<file path="src/rtl/pfa_pkg.sv">
// Package for the page frame allocator: opcodes, status codes, states,
// request, result and configuration word types. No dependencies.
`timescale 1ns / 1ps

package pfa_pkg;

    // Request opcodes.
    typedef enum logic [2:0] {
        OP_MARK_RANGE = 3'd0,
        OP_ALLOC_ONE  = 3'd1,
        OP_ALLOC_RUN  = 3'd2,
        OP_FREE       = 3'd3,
        OP_ADJUST     = 3'd4,
        OP_SHARE      = 3'd5,
        OP_FREE_OWNER = 3'd6,
        OP_NONE       = 3'd7
    } pfa_op_t;

    // Result status codes.
    typedef enum logic [1:0] {
        ST_OK        = 2'd0,
        ST_RANGE     = 2'd1,
        ST_NO_FRAME  = 2'd2,
        ST_BAD_OWNER = 2'd3
    } pfa_status_t;

    // Sequencer states.
    typedef enum logic [2:0] {
        S_CLEAR,
        S_IDLE,
        S_READ,
        S_CHECK,
        S_RUN_WRITE,
        S_FINISH
    } pfa_state_t;

    // Configuration register indexes.
    localparam logic [1:0] CFG_PAGES_IN_USE = 2'd0;
    localparam logic [1:0] CFG_LOWEST_OWNER = 2'd1;
    localparam logic [1:0] CFG_FREE_MARK    = 2'd2;

    // Owner ids written by a plain free and by the reset clearing pass.
    localparam logic [15:0] OWNER_FREED = 16'hFFFE;
    localparam logic [15:0] OWNER_RESET = 16'hFFFF;

    typedef struct packed {
        logic [2:0]         opcode;
        logic signed [15:0] owner_id;
        logic [15:0]        page_number;
        logic [16:0]        range_end;
        logic [16:0]        run_length;
        logic signed [7:0]  share_adjust;
    } pfa_cmd_t;

    typedef struct packed {
        logic [15:0] frame_out;
        logic [1:0]  status;
        logic [16:0] free_frames;
    } pfa_res_t;

    typedef struct packed {
        logic [16:0]        pages_in_use;
        logic signed [15:0] lowest_valid_owner;
        logic signed [15:0] free_owner_mark;
    } pfa_cfg_t;

    // Frame table port controls.
    typedef struct packed {
        logic rd;
        logic wr;
    } pfa_mem_ctl_t;

endpackage

</file>
<file path="src/rtl/pfa_seq.sv">
// Request sequencer: walks the frame table one entry per step through a
// shared read-check-write unit. Uses pfa_pkg and drives pfa_table.
`timescale 1ns / 1ps

module pfa_seq #(
    parameter int MAX_FRAMES   = 1024,
    parameter int COUNTER_BITS = 8,
    parameter int AW           = 10,
    parameter int DW           = 25
) (
    input  logic                  clk,
    input  logic                  rst_n,
    input  logic                  start,
    input  pfa_pkg::pfa_cmd_t     cmd,
    input  pfa_pkg::pfa_cfg_t     cfg,
    output logic                  busy,
    output logic                  done,
    output pfa_pkg::pfa_res_t     result,
    output pfa_pkg::pfa_mem_ctl_t mem_ctl,
    output logic [AW-1:0]         mem_addr,
    output logic [DW-1:0]         mem_wdata,
    input  logic [DW-1:0]         mem_rdata
);
    import pfa_pkg::*;

    localparam int CB = COUNTER_BITS;
    localparam int VW = CB + 10;
    localparam logic [CB-1:0] CNT_MAX = {CB{1'b1}};
    localparam logic [16:0] DEPTH17 = 17'(MAX_FRAMES);
    localparam logic [16:0] LAST17  = 17'(MAX_FRAMES - 1);

    pfa_state_t  state_reg, state_next;
    pfa_cmd_t    cmd_reg, cmd_next;
    logic [16:0] idx_reg, idx_next;
    logic [16:0] scan_reg, scan_next;
    logic [16:0] end_reg, end_next;
    logic [16:0] n_reg, n_next;
    logic [16:0] limit_reg, limit_next;
    logic [15:0] frame_reg, frame_next;
    logic [1:0]  status_reg, status_next;
    logic [16:0] free_reg, free_next;
    logic [15:0] cursor_reg, cursor_next;

    logic [16:0] n_now, lim_now, idx_inc, scan_inc, start_idx;
    logic        owner_bad;
    logic        rd_avail;
    logic [CB-1:0] rd_cnt;
    logic [15:0] rd_owner;
    logic        can_take;
    logic signed [VW-1:0] adj_amt, adj_sum;
    logic        adj_release;
    logic [CB-1:0] adj_cnt;
    logic [16:0] free_dec;

    // Fields of the word just read.
    assign rd_avail = mem_rdata[DW-1];
    assign rd_cnt   = mem_rdata[DW-2 -: CB];
    assign rd_owner = mem_rdata[15:0];
    assign can_take = rd_avail && (rd_cnt == '0);

    // Frames managed and the clipped end of a marked range.
    assign n_now   = (cfg.pages_in_use < DEPTH17) ? cfg.pages_in_use : DEPTH17;
    assign lim_now = (cmd.range_end < n_now) ? cmd.range_end : n_now;
    assign start_idx = ({1'b0, cursor_reg} < n_now) ? {1'b0, cursor_reg} : 17'd0;
    assign owner_bad = cmd.owner_id < cfg.lowest_valid_owner;

    assign idx_inc  = idx_reg + 17'd1;
    assign scan_inc = scan_reg + 17'd1;
    assign free_dec = (free_reg != 17'd0) ? free_reg - 17'd1 : free_reg;

    // Shared counter adder: a free of a shared frame adds minus one.
    assign adj_amt = (pfa_op_t'(cmd_reg.opcode) == OP_FREE)
                   ? -VW'(1) : VW'(cmd_reg.share_adjust);
    assign adj_sum = $signed({{(VW-CB){1'b0}}, rd_cnt}) + adj_amt;
    assign adj_release = adj_sum[VW-1] || (adj_sum == '0);
    assign adj_cnt = (adj_sum > $signed({{(VW-CB){1'b0}}, CNT_MAX}))
                   ? CNT_MAX : adj_sum[CB-1:0];

    // State and working registers.
    always_ff @(posedge clk or negedge rst_n)
    begin
        if (!rst_n)
        begin
            state_reg  <= S_CLEAR;
            idx_reg    <= '0;
            free_reg   <= '0;
            cursor_reg <= '0;
        end
        else
        begin
            state_reg  <= state_next;
            idx_reg    <= idx_next;
            free_reg   <= free_next;
            cursor_reg <= cursor_next;
        end
    end

    always_ff @(posedge clk)
    begin
        cmd_reg    <= cmd_next;
        scan_reg   <= scan_next;
        end_reg    <= end_next;
        n_reg      <= n_next;
        limit_reg  <= limit_next;
        frame_reg  <= frame_next;
        status_reg <= status_next;
    end

    // Sequencer next state and table accesses.
    always_comb
    begin
        state_next  = state_reg;
        cmd_next    = cmd_reg;
        idx_next    = idx_reg;
        scan_next   = scan_reg;
        end_next    = end_reg;
        n_next      = n_reg;
        limit_next  = limit_reg;
        frame_next  = frame_reg;
        status_next = status_reg;
        free_next   = free_reg;
        cursor_next = cursor_reg;
        mem_ctl     = '0;
        mem_wdata   = mem_rdata;

        case (state_reg)
            S_CLEAR:
            begin
                mem_ctl.wr = 1'b1;
                mem_wdata  = {1'b0, {CB{1'b0}}, OWNER_RESET};
                idx_next   = idx_inc;
                if (idx_reg == LAST17)
                begin
                    idx_next   = '0;
                    state_next = S_IDLE;
                end
            end
            S_IDLE:
            begin
                if (start)
                begin
                    cmd_next    = cmd;
                    n_next      = n_now;
                    limit_next  = lim_now;
                    frame_next  = '0;
                    status_next = ST_OK;
                    scan_next   = '0;
                    state_next  = S_READ;
                    case (pfa_op_t'(cmd.opcode))
                        OP_MARK_RANGE:
                        begin
                            idx_next = {1'b0, cmd.page_number};
                            if ({1'b0, cmd.page_number} >= lim_now)
                            begin
                                state_next = S_FINISH;
                            end
                        end
                        OP_ALLOC_ONE:
                        begin
                            idx_next    = start_idx;
                            status_next = ST_NO_FRAME;
                            if (owner_bad)
                            begin
                                status_next = ST_BAD_OWNER;
                                state_next  = S_FINISH;
                            end
                            else if (n_now == '0)
                            begin
                                state_next = S_FINISH;
                            end
                        end
                        OP_ALLOC_RUN:
                        begin
                            idx_next    = '0;
                            status_next = ST_NO_FRAME;
                            if (owner_bad)
                            begin
                                status_next = ST_BAD_OWNER;
                                state_next  = S_FINISH;
                            end
                            else if ((cmd.run_length == '0) || (n_now == '0))
                            begin
                                state_next = S_FINISH;
                            end
                        end
                        OP_FREE, OP_ADJUST, OP_SHARE:
                        begin
                            idx_next = {1'b0, cmd.page_number};
                            if ({1'b0, cmd.page_number} >= n_now)
                            begin
                                status_next = ST_RANGE;
                                state_next  = S_FINISH;
                            end
                        end
                        OP_FREE_OWNER:
                        begin
                            idx_next = '0;
                            if (n_now == '0)
                            begin
                                state_next = S_FINISH;
                            end
                        end
                        default:
                        begin
                            state_next = S_FINISH;
                        end
                    endcase
                end
            end
            S_READ:
            begin
                mem_ctl.rd = 1'b1;
                state_next = S_CHECK;
            end
            S_CHECK:
            begin
                state_next = S_FINISH;
                case (pfa_op_t'(cmd_reg.opcode))
                    OP_MARK_RANGE:
                    begin
                        if (!rd_avail)
                        begin
                            mem_ctl.wr = 1'b1;
                            mem_wdata  = {1'b1, rd_cnt, rd_owner};
                            free_next  = free_reg + 17'd1;
                        end
                        idx_next = idx_inc;
                        if (idx_inc < limit_reg)
                        begin
                            state_next = S_READ;
                        end
                    end
                    OP_ALLOC_ONE:
                    begin
                        if (can_take)
                        begin
                            mem_ctl.wr  = 1'b1;
                            mem_wdata   = {1'b0, rd_cnt, cmd_reg.owner_id};
                            free_next   = free_dec;
                            cursor_next = (idx_inc < n_reg) ? idx_inc[15:0] : 16'd0;
                            frame_next  = idx_reg[15:0];
                            status_next = ST_OK;
                        end
                        else
                        begin
                            scan_next = scan_inc;
                            idx_next  = (idx_inc >= n_reg) ? 17'd0 : idx_inc;
                            if (scan_inc < n_reg)
                            begin
                                state_next = S_READ;
                            end
                        end
                    end
                    OP_ALLOC_RUN:
                    begin
                        idx_next = idx_inc;
                        if (can_take && (scan_inc == cmd_reg.run_length))
                        begin
                            end_next    = idx_reg;
                            idx_next    = idx_inc - cmd_reg.run_length;
                            frame_next  = 16'(idx_inc - cmd_reg.run_length);
                            status_next = ST_OK;
                            state_next  = S_RUN_WRITE;
                        end
                        else
                        begin
                            scan_next = can_take ? scan_inc : 17'd0;
                            if (idx_inc < n_reg)
                            begin
                                state_next = S_READ;
                            end
                        end
                    end
                    OP_FREE, OP_ADJUST:
                    begin
                        mem_ctl.wr = 1'b1;
                        if ((pfa_op_t'(cmd_reg.opcode) == OP_FREE) && (rd_cnt == '0))
                        begin
                            mem_wdata = {1'b1, {CB{1'b0}}, OWNER_FREED};
                            if (!rd_avail)
                            begin
                                free_next = free_reg + 17'd1;
                            end
                        end
                        else if (adj_release)
                        begin
                            mem_wdata = {1'b1, {CB{1'b0}}, cfg.free_owner_mark};
                            if (!rd_avail)
                            begin
                                free_next = free_reg + 17'd1;
                            end
                        end
                        else
                        begin
                            mem_wdata = {rd_avail, adj_cnt, rd_owner};
                        end
                    end
                    OP_SHARE:
                    begin
                        mem_ctl.wr = 1'b1;
                        if (rd_cnt == '0)
                        begin
                            mem_wdata = {rd_avail, CB'(2), rd_owner};
                        end
                        else if (rd_cnt != CNT_MAX)
                        begin
                            mem_wdata = {rd_avail, rd_cnt + CB'(1), rd_owner};
                        end
                    end
                    OP_FREE_OWNER:
                    begin
                        if ((rd_owner == cmd_reg.owner_id) && (rd_cnt == '0))
                        begin
                            mem_ctl.wr = 1'b1;
                            mem_wdata  = {1'b1, {CB{1'b0}}, cfg.free_owner_mark};
                            if (!rd_avail)
                            begin
                                free_next = free_reg + 17'd1;
                            end
                        end
                        idx_next = idx_inc;
                        if (idx_inc < n_reg)
                        begin
                            state_next = S_READ;
                        end
                    end
                    default:
                    begin
                        state_next = S_FINISH;
                    end
                endcase
            end
            S_RUN_WRITE:
            begin
                // Frames of the run are known free with a zero counter.
                mem_ctl.wr = 1'b1;
                mem_wdata  = {1'b0, {CB{1'b0}}, cmd_reg.owner_id};
                free_next  = free_dec;
                idx_next   = idx_inc;
                if (idx_reg == end_reg)
                begin
                    state_next = S_FINISH;
                end
            end
            S_FINISH:
            begin
                state_next = S_IDLE;
            end
            default:
            begin
                state_next = S_IDLE;
            end
        endcase
    end

    assign mem_addr = idx_reg[AW-1:0];
    assign busy     = (state_reg != S_IDLE);
    assign done     = (state_reg == S_FINISH);
    assign result.frame_out   = frame_reg;
    assign result.status      = status_reg;
    assign result.free_frames = free_reg;

endmodule

</file>
<file path="config.mk">
export PLATFORM = sky130hd
export DESIGN_NAME = pfa_seq
export DESIGN_NICKNAME = d
export VERILOG_FILES = /design/src/rtl/pfa_pkg.sv /design/src/rtl/pfa_seq.sv
export SDC_FILE = /design/constraint.sdc
export NUM_CORES = 1
export LEC_CHECK = 0
export BUFFER_PORTS_ARGS = -buffer_cell sky130_fd_sc_hd__buf_4
export CAP_MARGIN = 20
export CELL_PAD_IN_SITES_DETAIL_PLACEMENT = 2
export CELL_PAD_IN_SITES_GLOBAL_PLACEMENT = 2
export CORE_MARGIN = 2
export CORE_UTILIZATION = 34
export DETAILED_ROUTE_END_ITERATION = 8
export PLACE_DENSITY_LB_ADDON = 0.1
export SYNTH_ARGS = -nofsm -noshare
export SYNTH_HDL_FRONTEND = slang
export SYNTH_SLANG_ARGS = --single-unit
</file>
<file path="constraint.sdc">
create_clock -name clk -period 11.5 [get_ports clk]
set_input_delay 2.3 -clock clk [delete_from_list [all_inputs] [get_ports clk]]
set_output_delay 2.3 -clock clk [all_outputs]
set_load 0.02 [all_outputs]
</file>
==> results of run 1 <==
-- metal layers --
metal / track usage / up-vias / routed length [µm] / part of all wire
met2: 0.432 / 266 / 28800 / 0.49
met3: 0.0285 / 43 / 1870 / 0.031
met5: 0 / - / 0 / 0
li1: - / 6602 / - / -
met4: 0.0594 / 0 / 918 / 0.015
met1: 0.344 / 7233 / 27700 / 0.47
-- cells by family (layout without fill, tap and decap cells) --
kind of cell,Yosys count,after routing
buffers and inverters,231,423
flip-flops,183,183
multiplexers,29,29
adder cells (fa/ha/maj),161,161
AO/OA/AOI/OAI,450,450
AND/OR/NAND/NOR,518,518
other,2,22
XOR/XNOR,111,111
-- power groups by stage --
stage	Combinational, µW	Clock, µW	Sequential, µW
CTS	2350	648	1170
detailed placement	2330	0	1180
floorplan	1560	0	1080
global route	2570	667	1200
global placement	2250	0	1170
finish	2350	630	1170
-- area by class of cell --
type	count	area, µm²
clock buffer	17	425
timing repair buffer	248	1860
fill	4935	26100
multi-input combinational	1291	9290
inverter	143	537
clock inverter	15	185
tap	592	741
sequential	183	5230
-- how the worst min path moves through the flow --
stage              startpoint        endpoint  slack (ps)  depth (start not counted)
3_3_place_gp   cursor_reg[12]  cursor_reg[12]         510                          2
2_1_floorplan     idx_reg[10]     end_reg[10]         420                          0
3_5_place_dp   cursor_reg[14]  cursor_reg[14]         530                          2
5_1_grt          free_reg[12]    free_reg[12]         580                          1
6_report         free_reg[12]    free_reg[12]         540                          1
4_1_cts          free_reg[12]    free_reg[12]         540                          1
-- placed cells by master, fill, tap and decap left out, drive strengths merged, types with 47 or more instances in the layout --
cell type	count
buf	248
o21ai	65
edfxtp	130
ha	159
nor2	100
nand2	130
xnor2	72
inv	150
a21oi	105
a21o	47
nand3	57
dfrtp	53
-- critical path, stage by stage --
cell       delay (ps)
buf_4             110
ha_1              160
inv_1              50
fa_1              390
nand2b_1          190
a21oi_1           210
o311ai_0          190
a21oi_1           270
nor2_1             70
ha_1              270
nand2b_1           70
or4b_2            600
nor3_1            210
a41o_1            200
o21ai_2            60
buf_4             240
a31oi_1           220
nor3_1             70
a2111oi_0         550
buf_4             260
-- through the flow --
step	hold slack, ps	utilization	cells	area, µm²
6_report	536	0.411	2489	18300
2_1_floorplan	420	-	1705	15400
3_5_place_dp	529	0.398	2457	17700
4_1_cts	542	0.411	2489	18300
3_3_place_gp	513	0.398	2457	17700
5_1_grt	580	0.411	2489	18300
==> metrics.yaml, run 1 <==
synthesis:
  yosysSeqAreaShare: 0.341
  yosysWarnings: 0
  syn_area_um2: 15400
  synth_cell_types: 100
  synth-main-ff-cell: "edfxtp_1"
  ys_ff_latch: 183
  synth_top_area_frac: 0.254
  syn_inst: 1685
  synthSimpleGateAreaFrac: 0.178
  synth_top_family_by_area: "compound AO/OA/AOI/OAI gates"
  synthAdderAreaFrac: 0.132
  yosys.area_share.xor_xnor: 0.0651
  syn_avg_cell_area_um2: 9.12
  synth_compound_area_frac: 0.204
  synthMuxAreaShare: 0.0194
  async_reset_ff_frac: 0.290
  yosys-top-cells-count: "159 x ha_1, 143 x inv_1, 130 x edfxtp_1, 130 x nand2_1, 105 x a21oi_1"
  post-synth-top-count-cell: "ha_1"
  synth.largest_area_cell: "edfxtp_1"
  synth-edff-count: 130
  synth.area.top_cells: "edfxtp_1 25%, ha_1 13%, dfrtp_1 8.6%"
sta:
  layout_min_cycle_time_ps: 9010
  rsz0062_at_grt: "false"
  fin_ws_ps: 2490
  slew_headroom: 0.335
  setup_viol: 0
  period_share: 0.783
  worstMarginPinSlew_ps: 990
  slew_violations: 0
  fin_worst_skew_ps: 20.0
  hold_viol_final: 0
  finalSetupTns_ps: 0
  fmax_mhz: 111
routing:
  wl_um: 59300
  first_pass_iters: 5
  dr_total_vias: 14100
  drc: 0
  drtIter0Drc: 738
  viasPerCell: 5.68
  wl_per_cell_um: 23.8
  final_antenna_net_count: 0
clocking:
  cts_resized: 0
  cts_made_buffers: 17
  postCtsSetupBuffers: 0
  clk_pin_slew_ps: 70
  ctsHoldBuffers: 0
  ctsHtreeMaxLevel: 4
  tritoncts: "built"
  root_buffer: "clkbuf_16"
  cts_sinks: 183
  clockBufferDepth: 2
  clock_latency_ps: 480
global_route:
  grt_pass1_wl_um: 91600
  grt_pass1_vias: 15400
  grt.total_usage: 0.254
  overflow: 0
  antenna_found_initial: 1
  grt_start_max_net_pins: 56
pwr:
  cellInternalPower_uw: 2130
  power_frac_clock: 0.152
  power_uw: 4150
  power.density_nw_per_um2: 227
  seqPwrFrac: 0.283
  ir_worst_vdd_uv: 123
  leakagePower_uw: 0.00798
  combPwrFrac: 0.565
  sw_frac_of_total: 0.487
  p_switching_uw: 2020
layout:
  drive_gt1_frac: 0.178
  final_nets: 2199
  diodes: 0
  largest_register_ffs: 44
  area_growth_pct: 18.9
critical_path:
  worstSetupPathType: "input pin to output pin"
  cp-start-kind: "input pin"
  r2r_cells: 16
  reg2reg_to: "idx_reg[4]"
  end_kind: "output pin"
  arrival_ps: 6710
  r2r-start: "idx_reg[0]"
  r2r_slack_ps: 5000
  cp.required_ps: 9200
  path_max_fanout: 19
  crit_path_start: "mem_rdata[16]"
  crit_end: "mem_wdata[24]"
die:
  dieWidth_um: 217
  core_um2: 44400
  io_pins: 228
  initial_utilization: 0.346
  die_height_um: 217
  dieArea_um2: 46900
  row_count: 77
place:
  dpl.hpwl_um: 47000
  place.gp.congestion: 0.832
  io_buffer_count: 227
  pre_cts_ws_ps: 2550
status:
  status: "complete, no violations"
job:
  cap_violations: 0
worst_hold_path:
  hold_path_class: "flip-flop to flip-flop"
(Power assumes the default switching activity.)
==> run 2, diff against run 1 <==
Settings changed: ABC_AREA from default to 1, CORE_UTILIZATION 34 to 30.
Clock period 11.5 ns to 7.5 ns, I/O delays scaled along.
==> metrics.yaml, run 2 <==
sta:
  layout_min_cycle_time_ps: 6820
  fin_worst_skew_ps: 12.7  # was 20.0 ps
  rsz0062_at_grt: "false"  # unchanged
  worstMarginPinSlew_ps: 1060  # was 990 ps
  hold_viol_final: 0  # unchanged
  setup_viol: 0  # unchanged
  fmax_mhz: 147
  slew_violations: 0  # unchanged
  slew_headroom: 0.290  # was 0.335
  finalSetupTns_ps: 0  # unchanged
  hold-worst-slack_ps: 531  # was 536 ps
  period_share: 0.910
routing:
  dr_total_vias: 17300  # was 14100
  viasPerCell: 5.18  # was 5.68
  drtIter0Drc: 828  # was 738
  first_pass_iters: 4  # was 5
  final_antenna_net_count: 0  # unchanged
  wl_per_cell_um: 22.1  # was 23.8 µm
  drc: 0  # unchanged
  wl_um: 73700  # was 59300 µm
critical_path:
  r2r-start: "idx_reg[0]"  # unchanged
  r2r_cells: 20  # was 16
  cp.required_ps: 6000  # was 9200 ps
  arrival_ps: 5320  # was 6710 ps
  path_max_fanout: 31  # was 19
  r2r_slack_ps: 1680  # was 5000 ps
  reg2reg_to: "cursor_reg[10]"  # was idx_reg[4]
  crit_end: "mem_wdata[10]"  # was mem_wdata[24]
  cp-start-kind: "flip-flop"  # was input pin
  worstSetupPathType: "flip-flop to output pin"  # was input pin to output pin
  end_kind: "output pin"  # unchanged
  crit_path_start: "cmd_reg[76]"  # was mem_rdata[16]
status:
  status: "complete, no violations"  # unchanged
die:
  dieWidth_um: 240  # was 217 µm
  dieArea_um2: 57400  # was 46900 µm²
  die_height_um: 240  # was 217 µm
  initial_utilization: 0.303  # was 0.346
  io_pins: 228  # unchanged
  row_count: 86  # was 77
  core_um2: 55000  # was 44400 µm²
synthesis:
  syn_area_um2: 16600  # was 15400 µm²
  synth.area.top_cells: "edfxtp_1 23%, ha_1 12%, nand2_1 12%"  # was edfxtp_1 25%, ha_1 13%, dfrtp_1 8.6%
  yosysWarnings: 0  # unchanged
  syn_inst: 2356  # was 1685
  synth.largest_area_cell: "edfxtp_1"  # unchanged
  async_reset_ff_frac: 0.290  # unchanged
  post-synth-top-count-cell: "nand2_1"  # was ha_1
  syn_avg_cell_area_um2: 7.06  # was 9.12 µm²
  yosysSeqAreaShare: 0.314  # was 0.341
  yosys-top-cells-count: "530 x nand2_1, 412 x inv_1, 170 x nand3_1"  # was 159 x ha_1, 143 x inv_1, 130 x edfxtp_1, 130 x nand2_1, 105 x a21oi_1
  synth_top_area_frac: 0.235  # was 0.254
  synth_cell_types: 62  # was 100
  ys_ff_latch: 183  # unchanged
  synth-edff-count: 130  # unchanged
  synth-main-ff-cell: "edfxtp_1"  # unchanged
global_route:
  grt.total_usage: 0.261  # was 0.254
  antenna_found_initial: 1  # unchanged
  grt_start_max_net_pins: 58  # was 56
  grt_pass1_vias: 18800  # was 15400
  overflow: 0  # unchanged
  grt_pass1_wl_um: 113000  # was 91600 µm
layout:
  drive_gt1_frac: 0.128  # was 0.178
  area_growth_pct: 18.9  # about the same
  fillers: 6508  # was 4935
  largest_register_ffs: 44  # unchanged
  utilization: 0.360  # was 0.411
  final_common_cell: "nand2_1"  # was buf_4
  diodes: 0  # unchanged
  design_area_um2: 19800  # was 18300 µm²
  mostFrequentLayoutCells: "530 x nand2_1, 412 x inv_1, 245 x buf_4"  # was 248 x buf_4, 159 x ha_1, 143 x inv_1
  final_nets: 2889  # was 2199
pwr:
  power.density_nw_per_um2: 353  # was 227 nW/µm²
  power_frac_clock: 0.141  # was 0.152
  cellInternalPower_uw: 3220  # was 2130 µW
  sw_frac_of_total: 0.540  # was 0.487
  leakagePower_uw: 0.00967  # was 0.00798 µW
  p_switching_uw: 3770  # was 2020 µW
  combPwrFrac: 0.619  # was 0.565
  seqPwrFrac: 0.240  # was 0.283
  ir_worst_vdd_uv: 240  # was 123 µV
place:
  place.gp.congestion: 0.869  # was 0.832
  placed_area_um2: 19200  # was 17700 µm²
  dpl.hpwl_um: 59000  # was 47000 µm
  io_buffer_count: 227  # unchanged
clocking:
  clk_pin_slew_ps: 90  # was 70 ps
  cts_made_buffers: 17  # unchanged
  cts_resized: 0  # unchanged
  tritoncts: "built"  # unchanged
  clock_latency_ps: 510  # was 480 ps
  postCtsSetupBuffers: 0  # unchanged
  root_buffer: "clkbuf_16"  # unchanged
  cts_sinks: 183  # unchanged
  ctsHtreeMaxLevel: 4  # unchanged
  clockBufferDepth: 2  # unchanged
  ctsHoldBuffers: 0  # unchanged
worst_hold_path:
  hold_path_class: "flip-flop to flip-flop"  # unchanged
job:
  cap_violations: 0  # unchanged
run 2: cells by family (layout without fill, tap and decap cells):
family,Yosys count,in the layout,synth area share
AO/OA/AOI/OAI,437,437,0.147
XOR/XNOR,70,70,0.0368
adder cells (fa/ha/maj),161,161,0.122
buffers and inverters,488,699,0.114
flip-flops,183,183,0.314
multiplexers,2,2,0.00120
other,2,22,0.000451
AND/OR/NAND/NOR,1013,1013,0.264
run 2: cell type report:
type,count,area (µm²),share of cell area
clock buffer,18,439,0.0222
clock inverter,14,158,0.00797
inverter,422,1590,0.0802
multi-input combinational,1705,9600,0.485
sequential,183,5230,0.264
tap,748,936,0.0473
timing repair buffer,245,1840,0.0929
run 2: power by group through the flow:
stage,sequential [µW],clock [µW],combinational [µW]
finish,1680,986,4320
global route,1720,1040,4780
CTS,1680,1010,4330
detailed placement,1710,0,4300
global placement,1690,0,4140
floorplan,1650,0,2630
run 2: how the worst min path moves through the flow:
stage / start / end / cells past startpoint
3_3_place_gp: idx_reg[1] / end_reg[1] / 0
2_1_floorplan: idx_reg[10] / end_reg[10] / 0
5_1_grt: idx_reg[1] / end_reg[1] / 0
6_report: idx_reg[1] / end_reg[1] / 0
4_1_cts: idx_reg[1] / end_reg[1] / 0
3_5_place_dp: idx_reg[1] / end_reg[1] / 0
run 2: stage by stage:
step / power, µW / cells / setup WS [ps]
2_1_floorplan: 4280 / 2376 / 1990
3_3_place_gp: 5830 / 3303 / 902
3_5_place_dp: 6010 / 3303 / 769
4_1_cts: 7030 / 3335 / 609
5_1_grt: 7540 / 3335 / 144
6_report: 6990 / 3335 / 678
run 2: metal layers:
layer  GRT usage  vias up  part of all wire
li1            -     8219                 -
met1       0.344     8612              0.46
met2       0.428      321              0.47
met3      0.0399      117             0.036
met4       0.100        2             0.035
met5           0        -           0.00018
run 2: critical path, cell delays in order (launching register included):
cell and delay (ps):
edfxtp_1 480, nor2_4 240, inv_2 100, nor2_4 290, or2_2 180, ha_1 160, inv_1 60, fa_1 400
inv_1 70, nand3_1 70, nand2_1 130, a21o_1 150, nand2_1 50, nand2_1 70, inv_1 40, ha_1 260
inv_1 40, o21ai_1 150, nand2_2 120, inv_4 120, nand2_1 630, nand2_1 240, o21ai_0 100, o21ai_0 210
nand2_1 80, o21bai_1 120, inv_1 80, buf_4 160
==> run 3, diff against run 2 <==
--- a/config.mk
+++ b/config.mk
@@ -15,3 +15,5 @@
 export DETAILED_ROUTE_END_ITERATION = 8
+export MAX_ROUTING_LAYER = met4
 export PLACE_DENSITY_LB_ADDON = 0.1
+export SLEW_MARGIN = 30
 export SYNTH_ARGS = -nofsm -noshare
--- a/constraint.sdc
+++ b/constraint.sdc
@@ -3,2 +3,2 @@
 set_output_delay 1.5 -clock clk [all_outputs]
-set_load 0.02 [all_outputs]
+set_load 0.1 [all_outputs]
==> metrics.yaml, run 3 (synthesis gave the netlist of run 2 again) <==
layout:
  largest_register_ffs: 44  # unchanged
  mostFrequentLayoutCells: "529 x nand2_1, 411 x inv_1, 246 x buf_4"  # was 530 x nand2_1, 412 x inv_1, 245 x buf_4
  final_nets: 2890  # was 2889
  final_common_cell: "nand2_1"  # unchanged
  drive_gt1_frac: 0.128  # about the same
  area_growth_pct: 18.9  # about the same
  utilization: 0.360  # about the same
critical_path:
  end_kind: "output pin"  # unchanged
  cp.required_ps: 6000  # about the same
  path_max_fanout: 31  # unchanged
  arrival_ps: 5270  # was 5320 ps
  worstSetupPathType: "flip-flop to output pin"  # unchanged
  cp-start-kind: "flip-flop"  # unchanged
die:
  dieWidth_um: 240  # unchanged
  core_um2: 55000  # unchanged
  die_height_um: 240  # unchanged
  io_pins: 228  # unchanged
  initial_utilization: 0.303  # unchanged
  row_count: 86  # unchanged
  dieArea_um2: 57400  # unchanged
routing:
  wl_per_cell_um: 22.0  # was 22.1 µm
  final_antenna_net_count: 0  # unchanged
  viasPerCell: 5.16  # was 5.18
  dr_total_vias: 17200  # was 17300
  drc: 0  # unchanged
  first_pass_iters: 6  # was 4
  wl_um: 73400  # was 73700 µm
  drtIter0Drc: 958  # was 828
clocking:
  cts_resized: 0  # unchanged
  ctsHoldBuffers: 0  # unchanged
  clock_latency_ps: 520  # was 510 ps
  root_buffer: "clkbuf_16"  # unchanged
  cts_made_buffers: 17  # unchanged
  tritoncts: "built"  # unchanged
  postCtsSetupBuffers: 0  # unchanged
  ctsHtreeMaxLevel: 4  # unchanged
  clk_pin_slew_ps: 80  # was 90 ps
  clockBufferDepth: 2  # unchanged
  cts_sinks: 183  # unchanged
global_route:
  overflow: 0  # unchanged
  grt.total_usage: 0.267  # was 0.261
  grt_start_max_net_pins: 58  # unchanged
  grt_pass1_wl_um: 112000  # was 113000 µm
  antenna_found_initial: 5  # was 1
  grt_pass1_vias: 18700  # was 18800
status:
  status: "complete, no violations"  # unchanged
sta:
  fin_worst_skew_ps: 15.2  # was 12.7 ps
  layout_min_cycle_time_ps: 6770  # was 6820 ps
  worstMarginPinSlew_ps: 1010  # was 1060 ps
  rsz0062_at_grt: "false"  # unchanged
  slew_headroom: 0.324  # was 0.290
  period_share: 0.902  # was 0.910
  setup_viol: 0  # unchanged
  finalSetupTns_ps: 0  # unchanged
  slew_violations: 0  # unchanged
  hold_viol_final: 0  # unchanged
  fmax_mhz: 148  # was 147 MHz
worst_hold_path:
  hold_path_class: "flip-flop to flip-flop"  # unchanged
pwr:
  ir_worst_vdd_uv: 250  # was 240 µV
  cellInternalPower_uw: 3180  # was 3220 µW
  sw_frac_of_total: 0.604  # was 0.540
  combPwrFrac: 0.673  # was 0.619
  power_frac_clock: 0.117  # was 0.141
  leakagePower_uw: 0.00966  # was 0.00967 µW
  power.density_nw_per_um2: 405  # was 353 nW/µm²
  p_switching_uw: 4840  # was 3770 µW
  seqPwrFrac: 0.210  # was 0.240
place:
  dpl.hpwl_um: 58800  # was 59000 µm
  io_buffer_count: 227  # unchanged
  place.gp.congestion: 0.882  # was 0.869
job:
  cap_violations: 0  # unchanged
run 3: area by class of cell:
class | instances | area (µm²)
fill | 6577 | 35200
sequential | 183 | 5230
clock buffer | 18 | 429
timing repair buffer | 246 | 1850
clock inverter | 14 | 134
multi-input combinational | 1705 | 9610
antenna | 5 | 12.5
inverter | 422 | 1590
tap | 748 | 936
run 3: path summary, 6_finish.rpt:
kind | start | to | slack [ps] | cells after the start
worst max-delay path | cmd_reg[76] | mem_wdata[10] | 730 | 27
min in group asynchronous | rst_n | free_reg[0] | 1060 | 1
worst min register to register | idx_reg[1] | end_reg[1] | 530 | 0
worst min-delay path | idx_reg[1] | end_reg[1] | 530 | 0
max in group asynchronous | rst_n | cursor_reg[2] | 5870 | 1
worst max register to register | idx_reg[0] | cursor_reg[12] | 1830 | 19
run 3: power groups by stage:
stage / clock (µW) / combinational, µW / sequential [µW]
after floorplan: 0 / 3330 / 2030
after global placement: 0 / 5220 / 1690
after detailed placement: 0 / 5370 / 1710
final: 942 / 5400 / 1680
after CTS: 969 / 5400 / 1690
after global routing: 1000 / 5860 / 1720
run 3: stage by stage:
stage               cell area, µm²  worst slack [ps]  instances  total power (µW)  hold WS [ps]
floorplan                    16700               412       2376              5350           423
global placement             19200               979       3304              6920           518
detailed placement           19200               700       3304              7080           526
CTS                          19800               289       3336              8060           545
global route                 19800               265       3341              8580           555
finish                       19800               733       3341              8020           534
run 3: critical path: stages (launching register included):
cell	delay, ps
edfxtp_1	500
nor2_4	260
inv_2	100
nor2_4	270
or2_2	180
ha_1	160
inv_1	50
fa_1	400
inv_1	90
nand3_1	70
nand2_1	140
a21o_1	150
nand2_1	60
nand2_1	80
inv_1	50
ha_1	270
inv_1	40
o21ai_1	140
nand2_2	120
inv_4	130
nand2_2	380
nand2_1	180
o21ai_0	130
o21ai_0	250
nand2_1	90
o21bai_1	150
inv_1	70
buf_4	230
run 3: metal layers:
layer / vias to the layer above / share of wire / GRT usage
met5: - / 0 / -
met1: 8612 / 0.46 / 0.339
met2: 292 / 0.48 / 0.438
met4: 0 / 0.024 / 0.0737
met3: 74 / 0.038 / 0.0438
li1: 8248 / - / -
